<file path="config.mk">
export PLATFORM = sky130hd
export DESIGN_NAME = gcode_modal_state_tracker_flat
export DESIGN_NICKNAME = d
export VERILOG_FILES = /design/src/design/gmst_pkg.sv /design/src/design/gmst_channels.sv /design/src/design/gmst_in_reg.sv /design/src/design/gmst_update.sv /design/src/design/gmst_out_reg.sv /design/src/design/gcode_modal_state_tracker.sv /design/src/flat_wrapper.sv
export SDC_FILE = /design/constraint.sdc
export NUM_CORES = 1
export LEC_CHECK = 0
export ABC_CLOCK_PERIOD_IN_PS = 6300
export BUFFER_PORTS_ARGS = -buffer_cell sky130_fd_sc_hd__clkbuf_2
export CORE_MARGIN = 4
export CORE_UTILIZATION = 58
export CTS_CLUSTER_SIZE = 16
export DETAILED_ROUTE_END_ITERATION = 10
export PLACE_DENSITY = 0.78
export SLEW_MARGIN = 40
export SYNTH_ARGS = -nofsm -noshare
export SYNTH_HDL_FRONTEND = slang
export SYNTH_SLANG_ARGS = --single-unit
export TNS_END_PERCENT = 5
</file>
<file path="constraint.sdc">
create_clock -name clock -period 6.3 [get_ports clock]
set_input_delay 0.63 -clock clock [delete_from_list [all_inputs] [get_ports clock]]
set_output_delay 0.63 -clock clock [all_outputs]
set_load 0.01 [all_outputs]
</file>
<file path="src/design/gmst_pkg.sv">
// ----------------------------------------------------------------------------
// G-code modal state tracker package
// Item types, command codes, G numbers and the flag reset pattern.
// ----------------------------------------------------------------------------
`timescale 1ns / 1ps
`default_nettype none

package gmst_pkg;

   localparam logic [1:0] CMD_SET       = 2'd0;
   localparam logic [1:0] CMD_CLEAR_ONE = 2'd1;
   localparam logic [1:0] CMD_CLEAR_ALL = 2'd2;
   localparam logic [1:0] CMD_NEW_BLOCK = 2'd3;

   localparam logic [7:0] G00  = 8'd0;
   localparam logic [7:0] G01  = 8'd1;
   localparam logic [7:0] G02  = 8'd2;
   localparam logic [7:0] G03  = 8'd3;
   localparam logic [7:0] G09  = 8'd9;
   localparam logic [7:0] G10  = 8'd10;
   localparam logic [7:0] G17  = 8'd17;
   localparam logic [7:0] G18  = 8'd18;
   localparam logic [7:0] G19  = 8'd19;
   localparam logic [7:0] G20  = 8'd20;
   localparam logic [7:0] G21  = 8'd21;
   localparam logic [7:0] G22  = 8'd22;
   localparam logic [7:0] G28  = 8'd28;
   localparam logic [7:0] G40  = 8'd40;
   localparam logic [7:0] G41  = 8'd41;
   localparam logic [7:0] G42  = 8'd42;
   localparam logic [7:0] G43  = 8'd43;
   localparam logic [7:0] G44  = 8'd44;
   localparam logic [7:0] G49  = 8'd49;
   localparam logic [7:0] G51  = 8'd51;
   localparam logic [7:0] G53  = 8'd53;
   localparam logic [7:0] G54  = 8'd54;
   localparam logic [7:0] G55  = 8'd55;
   localparam logic [7:0] G56  = 8'd56;
   localparam logic [7:0] G57  = 8'd57;
   localparam logic [7:0] G58  = 8'd58;
   localparam logic [7:0] G59  = 8'd59;
   localparam logic [7:0] G61  = 8'd61;
   localparam logic [7:0] G64  = 8'd64;
   localparam logic [7:0] G80  = 8'd80;
   localparam logic [7:0] G81  = 8'd81;
   localparam logic [7:0] G83  = 8'd83;
   localparam logic [7:0] G90  = 8'd90;
   localparam logic [7:0] G91  = 8'd91;
   localparam logic [7:0] G93  = 8'd93;
   localparam logic [7:0] G94  = 8'd94;
   localparam logic [7:0] G98  = 8'd98;
   localparam logic [7:0] G99  = 8'd99;
   localparam logic [7:0] G102 = 8'd102;
   localparam logic [7:0] G103 = 8'd103;

   localparam logic [6:0] FRACTION_ONE = 7'd1;
   localparam logic [2:0] OFFSET_RESET = 3'd1;

   // G1, G9, G17, G54, G61, G80, G90, G94, G98
   localparam logic [127:0] FLAG_RESET = (128'd1 << 1)  | (128'd1 << 9)  |
                                         (128'd1 << 17) | (128'd1 << 54) |
                                         (128'd1 << 61) | (128'd1 << 80) |
                                         (128'd1 << 90) | (128'd1 << 94) |
                                         (128'd1 << 98);

   typedef struct packed {
      logic [1:0] cmd;
      logic [7:0] code_number;
      logic       has_fraction;
      logic [6:0] fraction_value;
   } req_type;

   typedef struct packed {
      logic        code_known;
      logic [7:0]  reported_code;
      logic [63:0] active_low;
      logic [63:0] active_high;
      logic [2:0]  work_offset;
      logic        exact_stop;
      logic        abs_arc_centres;
      logic        drill_plane_init;
   } rsp_type;

   typedef struct packed {
      logic [2:0] offset_index;
      logic       stop_mode;
      logic       abs_centres;
      logic       drill_init_mark;
   } mode_type;

   function automatic logic [6:0] flag_pos(input logic [7:0] code);
      return code[6:0];
   endfunction

endpackage

`default_nettype wire

</file>
<file path="src/design/gmst_channels.sv">
// ----------------------------------------------------------------------------
// G-code modal state tracker channels
// Valid/ready interfaces for the command input and the state result.
// ----------------------------------------------------------------------------
`timescale 1ns / 1ps
`default_nettype none

interface gmst_req_if;
   logic       valid;
   logic       ready;
   logic [1:0] cmd;
   logic [7:0] code_number;
   logic       has_fraction;
   logic [6:0] fraction_value;

   modport source (output valid, cmd, code_number, has_fraction, fraction_value,
                   input ready);
   modport sink   (input valid, cmd, code_number, has_fraction, fraction_value,
                   output ready);
endinterface

interface gmst_rsp_if;
   logic        valid;
   logic        ready;
   logic        code_known;
   logic [7:0]  reported_code;
   logic [63:0] active_low;
   logic [63:0] active_high;
   logic [2:0]  work_offset;
   logic        exact_stop;
   logic        abs_arc_centres;
   logic        drill_plane_init;

   modport source (output valid, code_known, reported_code, active_low, active_high,
                          work_offset, exact_stop, abs_arc_centres, drill_plane_init,
                   input ready);
   modport sink   (input valid, code_known, reported_code, active_low, active_high,
                         work_offset, exact_stop, abs_arc_centres, drill_plane_init,
                   output ready);
endinterface

`default_nettype wire

</file>
<file path="src/design/gmst_in_reg.sv">
// ----------------------------------------------------------------------------
// G-code modal state tracker input register
// Captures one command transfer and holds it until the update stage takes it.
// ----------------------------------------------------------------------------
`timescale 1ns / 1ps
`default_nettype none

module gmst_in_reg
   import gmst_pkg::*;
(
   input  wire logic    clock,
   input  wire logic    reset,
   gmst_req_if.sink     req_if,
   input  wire logic    advance,
   output logic         item_valid,
   output req_type      item
);

   logic    valid_ff;
   logic    valid_in;
   req_type item_ff;
   logic    take;

   assign req_if.ready = !valid_ff || advance;
   assign take         = req_if.valid && req_if.ready;
   assign valid_in     = take || (valid_ff && !advance);

   always_ff @(posedge clock) begin
      if (reset) begin
         valid_ff <= 1'b0;
      end else begin
         valid_ff <= valid_in;
      end
   end

   always_ff @(posedge clock) begin
      if (take) begin
         item_ff.cmd            <= req_if.cmd;
         item_ff.code_number    <= req_if.code_number;
         item_ff.has_fraction   <= req_if.has_fraction;
         item_ff.fraction_value <= req_if.fraction_value;
      end
   end

   assign item_valid = valid_ff;
   assign item       = item_ff;

endmodule

`default_nettype wire

</file>
<file path="src/design/gmst_update.sv">
// ----------------------------------------------------------------------------
// G-code modal state tracker update logic
// Applies one command to the modal state and forms the result snapshot.
// ----------------------------------------------------------------------------
`timescale 1ns / 1ps
`default_nettype none

module gmst_update
   import gmst_pkg::*;
#(
   parameter int FLAG_COUNT = 128
) (
   input  wire req_type                 item,
   input  wire logic [FLAG_COUNT-1:0]   flags_cur,
   input  wire mode_type                mode_cur,
   output logic [FLAG_COUNT-1:0]        flags_nxt,
   output mode_type                     mode_nxt,
   output rsp_type                      result
);

   logic [127:0] f;
   logic [127:0] f_out;
   mode_type     m;
   logic         known;
   logic [7:0]   rep;
   logic [7:0]   c;

   assign c = item.code_number;

   always_comb begin
      f                 = '0;
      f[FLAG_COUNT-1:0] = flags_cur;
      m                 = mode_cur;
      known             = 1'b0;
      rep               = '0;
      unique case (item.cmd)
         CMD_SET: begin
            known = 1'b1;
            rep   = c;
            unique case (c)
               G28: begin
                  f[flag_pos(G28)] = 1'b1;
               end
               G00, G01: begin
                  f[flag_pos(G00)] = (c == G00);
                  f[flag_pos(G01)] = (c == G01);
                  f[flag_pos(G02)] = 1'b0;
                  f[flag_pos(G03)] = 1'b0;
                  f[flag_pos(G80)] = 1'b1;
                  f[flag_pos(G81)] = 1'b0;
                  f[flag_pos(G83)] = 1'b0;
                  rep              = G80;
               end
               G02, G03: begin
                  f[flag_pos(G00)] = 1'b0;
                  f[flag_pos(G01)] = 1'b0;
                  f[flag_pos(G02)] = (c == G02);
                  f[flag_pos(G03)] = (c == G03);
               end
               G102, G103: begin
                  f[flag_pos(G02)] = 1'b0;
                  f[flag_pos(G03)] = 1'b0;
               end
               G09, G10: begin
                  f[flag_pos(G09)] = (c == G09);
                  f[flag_pos(G10)] = (c == G10);
               end
               G17, G18, G19, G20: begin
                  f[flag_pos(G17)] = (c == G17) || (c == G20);
                  f[flag_pos(G18)] = (c == G18);
                  f[flag_pos(G19)] = (c == G19);
                  f[flag_pos(G20)] = (c == G20);
               end
               G21, G22: begin
                  f[flag_pos(G21)] = (c == G21);
                  f[flag_pos(G22)] = (c == G22);
               end
               G40, G41, G42: begin
                  f[flag_pos(G41)] = (c == G41);
                  f[flag_pos(G42)] = (c == G42);
               end
               G43, G44, G49: begin
                  f[flag_pos(G43)] = (c == G43);
                  f[flag_pos(G44)] = (c == G44);
               end
               G51: begin
                  f[flag_pos(G51)] = 1'b1;
               end
               G53: begin
                  f[flag_pos(G53)] = 1'b1;
               end
               G54, G55, G56, G57, G58, G59: begin
                  f[flag_pos(G28)] = 1'b0;
                  f[flag_pos(G53)] = 1'b0;
                  f[flag_pos(G54)] = (c == G54);
                  f[flag_pos(G55)] = (c == G55);
                  f[flag_pos(G56)] = (c == G56);
                  f[flag_pos(G57)] = (c == G57);
                  f[flag_pos(G58)] = (c == G58);
                  f[flag_pos(G59)] = (c == G59);
                  m.offset_index   = 3'(c - G53);
               end
               G61: begin
                  f[flag_pos(G61)] = 1'b1;
                  f[flag_pos(G64)] = 1'b0;
                  m.stop_mode      = item.has_fraction &&
                                     (item.fraction_value == FRACTION_ONE);
               end
               G64: begin
                  f[flag_pos(G61)] = 1'b0;
                  f[flag_pos(G64)] = 1'b1;
                  m.stop_mode      = 1'b0;
               end
               G80: begin
                  f[flag_pos(G80)] = 1'b1;
                  f[flag_pos(G81)] = 1'b0;
                  f[flag_pos(G83)] = 1'b0;
               end
               G81, G83: begin
                  // fresh drill cycle only when none was already active
                  if (!f[flag_pos(G81)] && !f[flag_pos(G83)]) begin
                     m.drill_init_mark = 1'b1;
                  end
                  f[flag_pos(G81)] = (c == G81);
                  f[flag_pos(G83)] = (c == G83);
                  f[flag_pos(G80)] = 1'b0;
               end
               G90, G91: begin
                  if (!item.has_fraction) begin
                     f[flag_pos(G90)] = (c == G90);
                     f[flag_pos(G91)] = (c == G91);
                  end else if (item.fraction_value == FRACTION_ONE) begin
                     m.abs_centres = (c == G90);
                  end
               end
               G93, G94: begin
                  f[flag_pos(G93)] = (c == G93);
                  f[flag_pos(G94)] = (c == G94);
               end
               G98, G99: begin
                  f[flag_pos(G98)] = (c == G98);
                  f[flag_pos(G99)] = (c == G99);
               end
               default: begin
                  known = 1'b0;
                  rep   = '0;
               end
            endcase
         end
         CMD_CLEAR_ONE: begin
            if (!c[7]) begin
               f[c[6:0]] = 1'b0;
            end
         end
         CMD_CLEAR_ALL: begin
            f                = '0;
            f[flag_pos(G80)] = 1'b1;
         end
         CMD_NEW_BLOCK: begin
            m.drill_init_mark = 1'b0;
         end
         default: begin
            m = mode_cur;
         end
      endcase
   end

   // flags at or beyond the count are never stored
   always_comb begin
      f_out = '0;
      f_out[FLAG_COUNT-1:0] = f[FLAG_COUNT-1:0];
   end

   assign flags_nxt               = f[FLAG_COUNT-1:0];
   assign mode_nxt                = m;
   assign result.code_known       = known;
   assign result.reported_code    = rep;
   assign result.active_low       = f_out[63:0];
   assign result.active_high      = f_out[127:64];
   assign result.work_offset      = m.offset_index;
   assign result.exact_stop       = m.stop_mode;
   assign result.abs_arc_centres  = m.abs_centres;
   assign result.drill_plane_init = m.drill_init_mark;

endmodule

`default_nettype wire

</file>
<file path="src/design/gmst_out_reg.sv">
// ----------------------------------------------------------------------------
// G-code modal state tracker result register
// Holds one result until the receiver takes the transfer.
// ----------------------------------------------------------------------------
`timescale 1ns / 1ps
`default_nettype none

module gmst_out_reg
   import gmst_pkg::*;
(
   input  wire logic    clock,
   input  wire logic    reset,
   input  wire logic    load,
   input  wire rsp_type result,
   output logic         can_load,
   gmst_rsp_if.source   rsp_if
);

   logic    valid_ff;
   logic    valid_in;
   rsp_type result_ff;

   assign can_load = !valid_ff || rsp_if.ready;
   assign valid_in = load || (valid_ff && !rsp_if.ready);

   always_ff @(posedge clock) begin
      if (reset) begin
         valid_ff <= 1'b0;
      end else begin
         valid_ff <= valid_in;
      end
   end

   always_ff @(posedge clock) begin
      if (load) begin
         result_ff <= result;
      end
   end

   assign rsp_if.valid            = valid_ff;
   assign rsp_if.code_known       = result_ff.code_known;
   assign rsp_if.reported_code    = result_ff.reported_code;
   assign rsp_if.active_low       = result_ff.active_low;
   assign rsp_if.active_high      = result_ff.active_high;
   assign rsp_if.work_offset      = result_ff.work_offset;
   assign rsp_if.exact_stop       = result_ff.exact_stop;
   assign rsp_if.abs_arc_centres  = result_ff.abs_arc_centres;
   assign rsp_if.drill_plane_init = result_ff.drill_plane_init;

endmodule

`default_nettype wire

</file>
<file path="src/design/gcode_modal_state_tracker.sv">
// ----------------------------------------------------------------------------
// G-code modal state tracker
// Keeps the modal G-code state and returns a snapshot after every command.
// ----------------------------------------------------------------------------
// Usage:
//   req_if carries one command per transfer: set a G code, clear one flag,
//   clear all flags (G80 then set), or start a new block. rsp_if returns one
//   result per command: whether a set named a handled code, the reported
//   code, the 128 G flags and the offset, exact-stop, arc-centre and
//   drill-plane modes after the command.
//   From the req_if transfer to the earliest rsp_if transfer, a command
//   passes one input register, then the modal update into the result
//   register.
//   Throughput is one command per cycle unless rsp_if stalls; the modal
//   update is a single decode feeding the state and result registers.
//   Reset loads G1, G9, G17, G54, G61, G80, G90, G94 and G98, work offset 1,
//   all modes off, and empties both registers.
//   When rsp_if stalls, the result holds, the input register still takes one
//   more command, and req_if.ready then drops until the result is taken.
// ----------------------------------------------------------------------------
`timescale 1ns / 1ps
`default_nettype none

module gcode_modal_state_tracker
   import gmst_pkg::*;
#(
   parameter int FLAG_COUNT = 128
) (
   input  wire logic    clock,
   input  wire logic    reset,
   gmst_req_if.sink     req_if,
   gmst_rsp_if.source   rsp_if
);

   logic                  item_valid;
   req_type               item;
   logic                  can_load;
   logic                  advance;
   logic [FLAG_COUNT-1:0] flags_ff;
   logic [FLAG_COUNT-1:0] flags_in;
   mode_type              mode_ff;
   mode_type              mode_in;
   rsp_type               result;

   assign advance = item_valid && can_load;

   gmst_in_reg u_in_reg (
      .clock      (clock),
      .reset      (reset),
      .req_if     (req_if),
      .advance    (advance),
      .item_valid (item_valid),
      .item       (item)
   );

   gmst_update #(
      .FLAG_COUNT (FLAG_COUNT)
   ) u_update (
      .item      (item),
      .flags_cur (flags_ff),
      .mode_cur  (mode_ff),
      .flags_nxt (flags_in),
      .mode_nxt  (mode_in),
      .result    (result)
   );

   always_ff @(posedge clock) begin
      if (reset) begin
         flags_ff                <= FLAG_RESET[FLAG_COUNT-1:0];
         mode_ff.offset_index    <= OFFSET_RESET;
         mode_ff.stop_mode       <= 1'b0;
         mode_ff.abs_centres     <= 1'b0;
         mode_ff.drill_init_mark <= 1'b0;
      end else if (advance) begin
         flags_ff <= flags_in;
         mode_ff  <= mode_in;
      end
   end

   gmst_out_reg u_out_reg (
      .clock    (clock),
      .reset    (reset),
      .load     (advance),
      .result   (result),
      .can_load (can_load),
      .rsp_if   (rsp_if)
   );

endmodule

`default_nettype wire

</file>
<file path="src/flat_wrapper.sv">
// flat-port wrapper written by rule: the top's interface ports become plain ports
module gcode_modal_state_tracker_flat import gmst_pkg::*;
#(
   parameter int FLAG_COUNT = 128
)
  (clock, reset, req_if_valid, req_if_cmd, req_if_code_number, req_if_has_fraction, req_if_fraction_value, req_if_ready, rsp_if_valid, rsp_if_code_known, rsp_if_reported_code, rsp_if_active_low, rsp_if_active_high, rsp_if_work_offset, rsp_if_exact_stop, rsp_if_abs_arc_centres, rsp_if_drill_plane_init, rsp_if_ready);
  gmst_req_if req_if_i ();
  gmst_rsp_if rsp_if_i ();
  input  wire logic clock;
  input  wire logic reset;
  input wire logic [$bits(req_if_i.valid)-1:0] req_if_valid;
  input wire logic [$bits(req_if_i.cmd)-1:0] req_if_cmd;
  input wire logic [$bits(req_if_i.code_number)-1:0] req_if_code_number;
  input wire logic [$bits(req_if_i.has_fraction)-1:0] req_if_has_fraction;
  input wire logic [$bits(req_if_i.fraction_value)-1:0] req_if_fraction_value;
  output wire logic [$bits(req_if_i.ready)-1:0] req_if_ready;
  output wire logic [$bits(rsp_if_i.valid)-1:0] rsp_if_valid;
  output wire logic [$bits(rsp_if_i.code_known)-1:0] rsp_if_code_known;
  output wire logic [$bits(rsp_if_i.reported_code)-1:0] rsp_if_reported_code;
  output wire logic [$bits(rsp_if_i.active_low)-1:0] rsp_if_active_low;
  output wire logic [$bits(rsp_if_i.active_high)-1:0] rsp_if_active_high;
  output wire logic [$bits(rsp_if_i.work_offset)-1:0] rsp_if_work_offset;
  output wire logic [$bits(rsp_if_i.exact_stop)-1:0] rsp_if_exact_stop;
  output wire logic [$bits(rsp_if_i.abs_arc_centres)-1:0] rsp_if_abs_arc_centres;
  output wire logic [$bits(rsp_if_i.drill_plane_init)-1:0] rsp_if_drill_plane_init;
  input wire logic [$bits(rsp_if_i.ready)-1:0] rsp_if_ready;
  assign req_if_i.valid = req_if_valid;
  assign req_if_i.cmd = req_if_cmd;
  assign req_if_i.code_number = req_if_code_number;
  assign req_if_i.has_fraction = req_if_has_fraction;
  assign req_if_i.fraction_value = req_if_fraction_value;
  assign req_if_ready = req_if_i.ready;
  assign rsp_if_valid = rsp_if_i.valid;
  assign rsp_if_code_known = rsp_if_i.code_known;
  assign rsp_if_reported_code = rsp_if_i.reported_code;
  assign rsp_if_active_low = rsp_if_i.active_low;
  assign rsp_if_active_high = rsp_if_i.active_high;
  assign rsp_if_work_offset = rsp_if_i.work_offset;
  assign rsp_if_exact_stop = rsp_if_i.exact_stop;
  assign rsp_if_abs_arc_centres = rsp_if_i.abs_arc_centres;
  assign rsp_if_drill_plane_init = rsp_if_i.drill_plane_init;
  assign rsp_if_i.ready = rsp_if_ready;
  gcode_modal_state_tracker #(.FLAG_COUNT(FLAG_COUNT)) u_core (.clock(clock), .reset(reset), .req_if(req_if_i), .rsp_if(rsp_if_i));
endmodule
</file>
Word-level counts from Yosys, hierarchy flattened

Index checks and enable logic that the tools add are counted.

Add/subtract/negate cells: 1
Reduce and logical (&&, ||, !) cells: 36
Order comparisons: 2
Muxes and demuxes: 61
Equality and inequality tests: 43
Bitwise gates (word level): 2

Operators by type and width:

| operator                                            | count |
|---|---|
| AND 128 bit                                         | 1 |
| two-way mux 128 bit                                 | 1 |
| inverter 128 bit                                    | 1 |
| equality test 8 x 6 -> 1 bit, second input constant | 15 |
| equality test 8 x 7 -> 1 bit, second input constant | 12 |
| equality test 8 x 5 -> 1 bit, second input constant | 7 |
| one-hot mux 28 bit (2 select lines)                 | 1 |
| OR reduction 40 bit                                 | 1 |
| OR reduction 38 bit                                 | 1 |
| one-hot mux 6 bit (2 select lines)                  | 3 |
| one-hot mux 15 bit (2 select lines)                 | 1 |
| one-hot mux 2 bit (3 select lines)                  | 5 |
| one-hot mux 12 bit (2 select lines)                 | 1 |
| one-hot mux 4 bit (3 select lines)                  | 2 |
| one-hot mux 1 bit (2 select lines)                  | 11 |
| one-hot mux 7 bit (3 select lines)                  | 1 |
| one-hot mux 5 bit (2 select lines)                  | 2 |
| one-hot mux 6 bit (3 select lines)                  | 1 |
| equality test 8 x 2 -> 1 bit, second input constant | 2 |
| equality test 8 x 4 -> 1 bit, second input constant | 2 |
| two-way mux 2 bit                                   | 8 |
| one-hot mux 2 bit (2 select lines)                  | 4 |
| one-hot mux 8 bit (2 select lines)                  | 1 |
| OR reduction 2 bit                                  | 8 |
| 23 further kinds                                    | 53 |

Bits of input ports: 22
Register bits after elaboration: 297
Word-level logic and storage cells: 164

Logic depth before layout (Yosys ltp)

Gate-level depths: netlist of run 1.

Word-level depth: 8
Mapped depth: 10
Gate-level depth less buffers: 7

Hierarchy

A second synthesis of run 1 with hierarchy kept.

Cells, all modules: 1,495
Area, all modules: 15,541.2 um^2

By module, submodules not included:

| module                    | instances | cells each | sequential area each (um^2) | area each (um^2) |
|---|---|---|---|---|
| gcode_modal_state_tracker | 1         | 602        | 2,682.6                     | 6,117.1 |
| gmst_update               | 1         | 723        | 0.0                         | 4,488.1 |
| gmst_out_reg              | 1         | 147        | 4,314.1                     | 4,340.4 |
| gmst_in_reg               | 1         | 23         | 560.5                       | 595.6 |

Least setup slack after synthesis of run 1

Ideal clock, no wire load.

Path type: in2reg
Start: input rsp_if_ready
End: register u_core.flags_ff[22]
Stages: 6
Setup time: 131 ps
Buffers on the path: 1
Slack: 654 ps
Arrival time: 5,515 ps
Path through: nor2b_1 > nand2b_1 > inv_1 > clkbuf_1 > o21ai_0 > a31oi_1

Longest elaborated chain between the ends: 2

Ends and longest elaborated chain:

| item                     | RTL line                        | text |
|---|---|---|
| start, declared          | flat_wrapper.sv:26              | `input wire logic [$bits(rsp_if_i.ready)-1:0] rsp_if_ready;` |
| logical OR 1 bit         | gmst_out_reg.sv:23              | `assign can_load = !valid_ff \|\| rsp_if.ready;` |
| logical AND 1 bit        | gcode_modal_state_tracker.sv:45 | `assign advance = item_valid && can_load;` |
| named net u_core.advance | gcode_modal_state_tracker.sv:38 | `logic advance;` |
| end signal, assigned     | gcode_modal_state_tracker.sv:69 | `flags_ff <= FLAG_RESET[FLAG_COUNT-1:0];` |
| end signal, assigned     | gcode_modal_state_tracker.sv:75 | `flags_ff <= flags_in;` |
| end, declared            | gcode_modal_state_tracker.sv:39 | `logic [FLAG_COUNT-1:0] flags_ff;` |

The timed path passes the listed nets, and every way through them passes these cells.
A chain may end at the register's enable or synchronous reset.

Worst setup path in the final report of run 1

Start: register u_core.u_in_reg.item_ff (netlist bit u_core.u_in_reg.item[8])
End: register u_core.u_out_reg.result_ff (netlist bit u_core.u_out_reg.rsp_if.reported_code[6]), data pin

Longest elaborated chain between the ends: 3
Elaborated cells between the ends (all ways): 43
Those cells by class: eq/ne (39); mux (1); reduce/logical (3)

Ends and longest elaborated chain:

| item                                                                | RTL line           | text |
|---|---|---|
| start, declared                                                     | gmst_in_reg.sv:21  | `req_type item_ff;` |
| equality test 8 x 2 -> 1 bit, or another cell as far along          | gmst_update.sv:40  | `unique case (c)` |
| OR reduction 38 bit (no line) or OR reduction 2 bit (tied branches) | --                 |  |
| one-hot mux 8 bit (2 select lines) (*)                              | gmst_update.sv:40  |  |
| end signal, assigned                                                | gmst_out_reg.sv:36 | `result_ff <= result;` |
| end, declared                                                       | gmst_out_reg.sv:21 | `rsp_type result_ff;` |

Mark *: on every way between the ends. The rest lies on a longest branch, timed or not.

==> results of run 1 <==
## worst max-delay path: cells and delay by family (launching register included)
family | cells | cell delay (ns)
and+or+nand+nor | 2 | 0.99
AOI/OAI and AO/OA | 3 | 0.81
DFF | 1 | 0.62
adders and majority gates | 1 | 0.50
buffers and inverters | 1 | 0.23
## registers in the layout, summed over array words and instances (netlist names), 3 cells and up
name / cells
u_core.mode_ff: 6
u_core.flags_ff: 128
u_core.u_out_reg.rsp_if.active_high: 64
u_core.u_out_reg.rsp_if.reported_code: 8
u_core.u_out_reg.rsp_if.work_offset: 3
u_core.u_out_reg.rsp_if.active_low: 64
u_core.u_in_reg.item: 18
## routing by layer
metal / wire, um / global-route usage / share of wire
met2: 15500 / 0.413 / 0.46
met3: 3120 / 0.0465 / 0.092
met4: 1110 / 0.0918 / 0.033
met5: 0 / 0 / 0
met1: 14300 / 0.381 / 0.42
## cell usage in the layout (no fill, tap or decap), types with 10 or more instances in the layout
| cell | instances |
|---|---|
| o211a_1 | 91 |
| nand2_1 | 162 |
| clkbuf_16 | 31 |
| nand3_1 | 20 |
| o21ai_0 | 159 |
| inv_1 | 13 |
| o31ai_1 | 14 |
| clkbuf_2 | 165 |
| dfxtp_1 | 136 |
| and2_1 | 92 |
| nor2_1 | 41 |
| edfxtp_1 | 161 |
| nand4_1 | 12 |
| nor3_1 | 10 |
| a21oi_1 | 37 |
## cell families (layout without fill, tap and decap cells)
logic type,count (synthesis),count (layout),share of synthesized area
muxes,4,4,0.00316
DFF,297,297,0.578
AOI/OAI and AO/OA,377,377,0.199
adders and majority gates,10,10,0.00958
other,1,1,0.000287
xor gates and xnor gates,1,1,0.000671
and+or+nand+nor,419,419,0.171
buffers and inverters,128,252,0.0383
## worst max path at each step
stage | start | end
after floorplan | rsp_if_ready | u_core.flags_ff[22]
after global placement | u_core.u_in_reg.item[11] | u_core.u_out_reg.rsp_if.active_low[42]
after detailed placement | u_core.u_in_reg.item[8] | u_core.u_out_reg.rsp_if.reported_code[6]
after CTS | u_core.u_in_reg.item[8] | u_core.u_out_reg.rsp_if.reported_code[6]
after global routing | u_core.u_in_reg.item[8] | u_core.u_out_reg.rsp_if.active_low[55]
final | u_core.u_in_reg.item[8] | u_core.u_out_reg.rsp_if.reported_code[6]
## power groups by stage
stage               registers (mW)  logic, mW  clock network (mW)
floorplan                     2.20      0.217                   0
global placement              2.18      0.347                   0
detailed placement            2.18      0.361                   0
CTS                           2.14      0.362                1.78
global route                  2.14      0.413                1.87
finish                        2.14      0.375                1.76
## layout make-up
cell class,instances,area share
repair buffers,182,0.0671
clock buffers,44,0.0576
inverters,15,0.00442
flip-flops and latches,297,0.504
well taps,280,0.0234
clock inverters,11,0.00709
multi-input cells,812,0.337
## metrics by stage
step,hold slack (ns),worst slack (ns),util,instance area (um^2)
after floorplan,0.437,0.654,-,13100
after CTS,0.238,2.97,0.681,14900
after global routing,0.237,2.66,0.683,15000
final,0.251,2.87,0.683,15000
after global placement,0.442,2.96,0.632,13900
after detailed placement,0.448,2.98,0.637,14000
==> results.cfg, run 1 <==
[worst_hold_path]
min_from = req_if_fraction_value[6]
hold_end = u_core.u_in_reg.item[6]
hold_depth = 1
hp-class = input port to register

[detailed_routing]
vias = 10200
ant_nets = 0
routed_via_density = 6.23
drt_first_pass_iters = 9
avgRoutedWirePerCell_um = 20.7
routed_wl_mm = 33.9
drtIter0Drc = 1142
drcViolationCount = 0

[critical_path]
crit_required_ns = 6.58
rr_worst_depth = 7
start_kind = register
crit_path_top_delay_cell = edfxtp_1
critPathArrivalTime_ns = 3.72
worst_path_largest_cell_delay_ns = 0.62
critPathMaxFanout = 18
crit_path_end_kind = register
r2r_setup_slack_ns = 2.87
r2r-start = u_core.u_in_reg.item[8]
crit_chain = inv_1, ha_1, or4_1, a22o_1, a211o_1, nor3_2, a31oi_1
r2r-end = u_core.u_out_reg.rsp_if.reported_code[6]
worstSetupPathType = register to register

[clock_tree]
path_clk_slew_ns = 0.06
cts_hold_buf = 0
post_cts_buffers = 0
htreeDepth = 1
cts_buffer_depth = 3
clk_latency_ns = 0.56
clock-root-buffer = clkbuf_16
cts_buffers = 30
numClockSinks = 297
cts_tree = done
ctsResizeCount = 0

[synthesis]
async_flop_share = 0
synth_edf_count = 161
yosys.area.top_type = edfxtp_1
ys_seq_elements = 297
yosysSeqAreaShare = 0.578
ys.flop_type = edfxtp_1
syn_avg_cell_area_um2 = 10.6
syn_inst = 1237
netlist_top_cells_count = nand2_1 (162), edfxtp_1 (161), o21ai_0 (159)
yosys-top-cells-area = edfxtp_1 (37%), dfxtp_1 (21%), o211a_1 (7.0%), o21ai_0 (6.1%), nand2_1 (4.7%)
syn-num-nets = 1269
synthDistinctLibCells = 72
yosys.area.top_type_share = 0.370
synth_area_um2 = 13100
ys_warn_count = 0
yosysMostFrequentCell = nand2_1

[pwr]
p_leak_nw = 6.37
clockPowerShare = 0.412
total_power_mw = 4.27
pwr_density_cell_nw_per_um2 = 285
p_int_mw = 3.24
seq_power_share = 0.500
ir_drop_uv = 217
sw_frac_of_total = 0.241
pwr-share-comb = 0.088
p_sw_mw = 1.03

[floorplan]
dieArea_um2 = 25000
row_count = 54
die_h_um = 158
io_pins = 167
core_um2 = 22000
fp.dieW_um = 158
initial_utilization = 0.595

[timing]
clock_skew_ns = 0.0173
setup_tns_ns = 0
hold_violations = 0
drv_slew = 0
max_freq_ghz = 0.291
setup_violations = 0
slew-limit-headroom = 0.382
fin_crit_ns = 3.43
period_share = 0.545
rsz0062_at_grt = false
worstMarginPinSlew_ns = 0.927

[finish]
drive_above_1_share = 0.186
multi_input_area_um2 = 5050
register_area_um2 = 7560
diodes = 0
fill_cells = 1621
fin_cells = 1641
area_delta_synth_final_pct = 14.8
layout.nets = 1370

[global_route]
antenna_found_initial = 0
grt_pass1_wl_mm = 53.2
grt-ovfl-total = 0
grt.total_usage = 0.266
grt_pass1_vias = 9568
grt_max_degree = 95

[placed_design]
place_congestion = 0.904
io_buffers = 166
dp_cells = 1582
dpl.hpwl_mm = 21.5

[job]
max_cap_viol_count = 0

[outcome]
run_status = finished, final reports clean
No activity file was read; power rests on OpenSTA's default activity.
==> run 2: changes to the inputs <==
Settings changed: ABC_CLOCK_PERIOD_IN_PS 6300 to 3270.
Clock period 6.3 ns to 3.27 ns, I/O delays scaled along.
==> results.cfg, run 2 (same netlist as run 1, synthesis figures left out) <==
[outcome]
run_status = finished, final reports clean

[placed_design]
place_congestion = 0.969
dpl.hpwl_mm = 23.1
dpl_cell_area_um2 = 14200
io_buffers = 166
dp_cells = 1612

[clock_tree]
clock-root-buffer = clkbuf_16
htreeDepth = 1
cts_buffers = 29
clk_latency_ns = 0.55
numClockSinks = 297
cts_tree = done
cts_buffer_depth = 3
path_clk_slew_ns = 0.06
post_cts_buffers = 0

[detailed_routing]
ant_nets = 0
drt_first_pass_iters = 5
routed_wl_mm = 35.6
avgRoutedWirePerCell_um = 21.1
drcViolationCount = 0
drtIter0Drc = 1148
routed_via_density = 6.23
vias = 10500

[finish]
diodes = 0
regMostFlops = u_core.flags_ff
drive_above_1_share = 0.199
layout.nets = 1413
final_cell_mix = clkbuf_2 (166), nand2_1 (162), edfxtp_1 (161), o21ai_0 (159), dfxtp_1 (136)
design_area_um2 = 15300
mostFrequentLayoutCell = clkbuf_2
fin_cells = 1684
largest_reg_flops = 128
area_delta_synth_final_pct = 17.1

[global_route]
grt_pass1_vias = 9793
grt_max_degree = 70
antenna_found_initial = 0
grt.total_usage = 0.275
grt_pass1_wl_mm = 54.1
grt-ovfl-total = 0

[timing]
setup_violations = 0
drv_slew = 0
worstMarginPinSlew_ns = 0.808
hold_violations = 0
setup_tns_ns = 0
rsz0062_at_grt = false
clock_skew_ns = 0.00829
max_freq_ghz = 0.319
period_share = 0.957
slew-limit-headroom = 0.461
fin_crit_ns = 3.13

[critical_path]
crit_chain = inv_1, ha_1, or4_1, a22o_1, a211o_1, nor3_2, a211oi_1
crit_path_end_kind = register
crit_path_top_delay_cell = edfxtp_1
critPathMaxFanout = 15
rr_worst_depth = 7
critPathArrivalTime_ns = 3.41
crit_required_ns = 3.55
worst_path_largest_cell_delay_ns = 0.62
r2r_setup_slack_ns = 0.14
worstSetupPathType = register to register
r2r-start = u_core.u_in_reg.item[8]
start_kind = register
r2r-end = u_core.u_out_reg.rsp_if.reported_code[0]

[floorplan]
core_um2 = 22000
dieArea_um2 = 25000
io_pins = 167
die_h_um = 158
fp.dieW_um = 158
row_count = 54
initial_utilization = 0.595

[worst_hold_path]
hold_depth = 3
hp-class = input port to register
hold_end = u_core.u_in_reg.item_valid
min_from = req_if_valid

[pwr]
ir_drop_uv = 392
pwr_density_cell_nw_per_um2 = 534
p_leak_nw = 6.55

[job]
max_cap_viol_count = 0
==> run 2: cell count changes in the layout (fill, tap and decap cells not counted), sizes merged <==
cell,previous run,this run
clkinv,8,10
inv,16,17
buf,17,42
clkbuf,209,206
dlygate4sd3,0,18
==> run 2: power breakdown <==
part,internal (mW),total [mW],switching [mW]
Clock,1.88,3.29,1.40
Sequential,4.05,4.11,0.0634
Combinational,0.234,0.765,0.531
==> run 2: per-stage QoR <==
| step | hold WS (ns) | util | power (mW) | setup WS, ns |
|---|---|---|---|---|
| global placement | 0.442 | 0.646 | 4.91 | 0.324 |
| CTS | 0.0235 | 0.696 | 8.18 | 0.197 |
| floorplan | 0.426 | - | 4.64 | 0.140 |
| global route | 0.0301 | 0.697 | 8.42 | 0.0127 |
| finish | 0.0364 | 0.697 | 8.16 | 0.140 |
| detailed placement | 0.449 | 0.646 | 4.93 | 0.238 |
==> run 2: timing repair <==
action                                 4_1_cts  5_1_grt
hold buffers                                18        0
gates resized for setup                      0        0
endpoints found under the hold margin       18        0
==> run 2: metal layers <==
layer,GRT usage,wire [um],vias to the layer above
li1,-,-,4822
met1,0.374,14200,5031
met2,0.444,16800,554
met3,0.0539,3410,87
met4,0.0942,1150,0
met5,0,0,-
==> run 2: worst max-delay path by stage <==
stage | from | end | slack (ns) | cells after the start
final | u_core.u_in_reg.item[8] | u_core.u_out_reg.rsp_if.reported_code[0] | 0.14 | 7
after global placement | u_core.u_in_reg.item[8] | u_core.u_out_reg.rsp_if.code_known | 0.32 | 7
after CTS | u_core.u_in_reg.item[8] | u_core.u_out_reg.rsp_if.reported_code[6] | 0.20 | 7
after global routing | u_core.u_in_reg.item[8] | u_core.u_out_reg.rsp_if.code_known | 0.01 | 7
after floorplan | u_core.u_out_reg.rsp_if.valid | u_core.flags_ff[22] | 0.14 | 6
after detailed placement | u_core.u_in_reg.item[8] | u_core.u_out_reg.rsp_if.code_known | 0.24 | 7
==> run 2: cell type report <==
type / instances / area, um^2
Fill cell: 1628 / 6660
Clock inverter: 14 / 125
Multi-Input combinational cell: 812 / 5030
Timing Repair Buffer: 226 / 1360
Tap cell: 280 / 350
Clock buffer: 40 / 807
Sequential cell: 297 / 7560
Inverter: 15 / 61.3
==> run 2: worst max-delay path: cells and delay by family (launching register included) <==
kind	cells	cell delay, ns
adder cells (fa/ha/maj)	1	0.27
AO/OA/AOI/OAI	3	0.82
buffers and inverters	1	0.22
flip-flops	1	0.62
AND/OR/NAND/NOR	2	0.92
==> run 3: changes to the inputs <==
--- a/config.mk
+++ b/config.mk
@@ -9,8 +9,8 @@
 export BUFFER_PORTS_ARGS = -buffer_cell sky130_fd_sc_hd__clkbuf_2
 export CORE_MARGIN = 4
-export CORE_UTILIZATION = 58
+export CORE_UTILIZATION = 48
 export CTS_CLUSTER_SIZE = 16
 export DETAILED_ROUTE_END_ITERATION = 10
-export PLACE_DENSITY = 0.78
+export PLACE_DENSITY = 0.66
 export SLEW_MARGIN = 40
 export SYNTH_ARGS = -nofsm -noshare
==> constraint.sdc (replaced) <==
create_clock -name clock -period 3.27 [get_ports clock]
set_input_delay 0.327 -clock clock [delete_from_list [all_inputs] [get_ports clock]]
set_output_delay 0.327 -clock clock [all_outputs]
set_load 0.005 [all_outputs]
==> results.cfg, run 3 (same netlist as run 1, synthesis figures left out) <==
[detailed_routing]
ant_nets = 0
routed_via_density = 5.88
wl_met1_mm = 15.7
wl_met2_mm = 17.1
vias = 10300
top_layer = met4
drcViolationCount = 0
routed_wl_mm = 36.6
drt_first_pass_iters = 6
drtIter0Drc = 1011
routed-wl-met3_mm = 2.59
avgRoutedWirePerCell_um = 20.9

[pwr]
pwr_density_cell_nw_per_um2 = 543
p_leak_nw = 6.60
ir_drop_uv = 432

[timing]
slew-limit-headroom = 0.528
clock_skew_ns = 0.0156
worstMarginPinSlew_ns = 0.698
drv_slew = 0
holdWs_ns = 0.0696
max_freq_ghz = 0.336
rsz0062_at_grt = false
setup_tns_ns = 0
hold_violations = 0
period_share = 0.911
setup_violations = 0
fin_crit_ns = 2.98

[placed_design]
place_congestion = 1.02
dpl.hpwl_mm = 23.8
io_buffers = 166

[critical_path]
critPathArrivalTime_ns = 3.26
worst_path_largest_cell_delay_ns = 0.61
r2r-start = u_core.u_in_reg.item[9]
start_kind = register
critPathMaxFanout = 14
crit_chain = inv_1, ha_1, or4_1, a22o_1, a211o_1, nor3_4, a31oi_1
r2r_setup_slack_ns = 0.29
worstSetupPathType = register to register
r2r-end = u_core.u_out_reg.rsp_if.code_known
cp_top_family = simple AND/OR/NAND/NOR gates
rr_worst_depth = 7
critPathBufInv = 1
crit_path_end_kind = register
crit_path_top_delay_cell = or4_1
crit_required_ns = 3.55

[global_route]
grt.total_usage = 0.237
grt_pass1_vias = 9874
grt_pass1_wl_mm = 57.2
grt-ovfl-total = 0
antenna_found_initial = 0
grt_max_degree = 146

[finish]
largest_reg_flops = 128
diodes = 0
mostFrequentLayoutCell = clkbuf_2
drive_above_1_share = 0.202
regMostFlops = u_core.flags_ff
final_cell_mix = clkbuf_2 (166), nand2_1 (162), edfxtp_1 (161), o21ai_0 (159), dfxtp_1 (136)
area_delta_synth_final_pct = 18.9
layout.nets = 1417

[worst_hold_path]
hold_end = u_core.u_out_reg.rsp_if.valid
min_from = rsp_if_ready
hold_depth = 4
hp-class = input port to register

[clock_tree]
htreeDepth = 1
clk_latency_ns = 0.57
post_cts_buffers = 0
clock-root-buffer = clkbuf_16
path_clk_slew_ns = 0.07
numClockSinks = 297
cts_buffers = 30
cts_tree = done
cts_buffer_depth = 3

[floorplan]
row_count = 60
dieArea_um2 = 29900
initial_utilization = 0.486
die_h_um = 173
core_um2 = 26900
io_pins = 167
fp.dieW_um = 173

[outcome]
run_status = finished, final reports clean

[job]
max_cap_viol_count = 0
[run 3: cell count changes in the layout (fill, tap and decap cells not counted), moves of 2 or more]
cell,before,now
clkinv_1,2,6
bufinv_16,2,5
clkbuf_8,4,1
inv_6,3,1
clkinvlp_4,0,6
clkbuf_1,7,2
clkinv_4,0,2
clkinv_2,8,2
[run 3: cell type report]
type | instances | area, um^2
fillers | 2322 | 11300
flip-flops and latches | 297 | 7560
multi-input cells | 812 | 5040
repair buffers | 229 | 1400
clock buffers | 33 | 772
well taps | 341 | 427
clock inverters | 23 | 273
inverters | 15 | 61.3
[run 3: per-layer routing]
layer  vias to the layer above  track usage
li1                       4836            -
met1                      4985        0.330
met2                       395        0.385
met3                        74       0.0391
met4                         0       0.0735
met5                         -            0
[run 3: where the power goes]
part	total [mW]	leakage [nW]	switching [mW]	internal, mW
logic	0.738	3.56	0.499	0.238
clock network	3.58	0.489	1.47	2.11
registers	4.11	2.54	0.0596	4.05
total	8.43	6.60	2.03	6.40
[run 3: how the worst max path moves through the flow]
stage	start	end	slack, ns	depth (start not counted)
after floorplan	u_core.u_out_reg.rsp_if.valid	u_core.flags_ff[22]	0.17	6
after global placement	u_core.u_in_reg.item[8]	u_core.u_out_reg.rsp_if.reported_code[0]	0.35	7
after detailed placement	u_core.u_in_reg.item[8]	u_core.u_out_reg.rsp_if.code_known	0.25	7
after CTS	u_core.u_in_reg.item[8]	u_core.u_out_reg.rsp_if.code_known	0.22	7
after global routing	u_core.u_in_reg.item[9]	u_core.u_out_reg.rsp_if.code_known	0.11	7
final	u_core.u_in_reg.item[9]	u_core.u_out_reg.rsp_if.code_known	0.29	7
[run 3: per-stage QoR]
step	instances	power [mW]	utilization	setup slack (ns)	area, um^2
after floorplan	1237	4.60	-	0.168	13100
after global placement	1675	4.89	0.532	0.354	14300
after detailed placement	1675	4.90	0.532	0.251	14300
after CTS	1750	8.49	0.578	0.224	15500
after global routing	1750	8.75	0.578	0.114	15500
final	1750	8.43	0.578	0.291	15500
[run 3: timing repair]
item | in CTS | in global routing
hold buffers | 19 | 0
setup endpoints to repair | 0 | 4
endpoints found under the hold margin | 19 | 0
resized for setup | 0 | 1
[run 3: worst reg2reg max path: cells and delay by family, from the launching register on]
family / cells / cell delay [ns]
adder cells (fa/ha/maj): 1 / 0.24
buffers and inverters: 1 / 0.21
flip-flops: 1 / 0.60
AO/OA/AOI/OAI: 3 / 0.78
AND/OR/NAND/NOR: 2 / 0.87
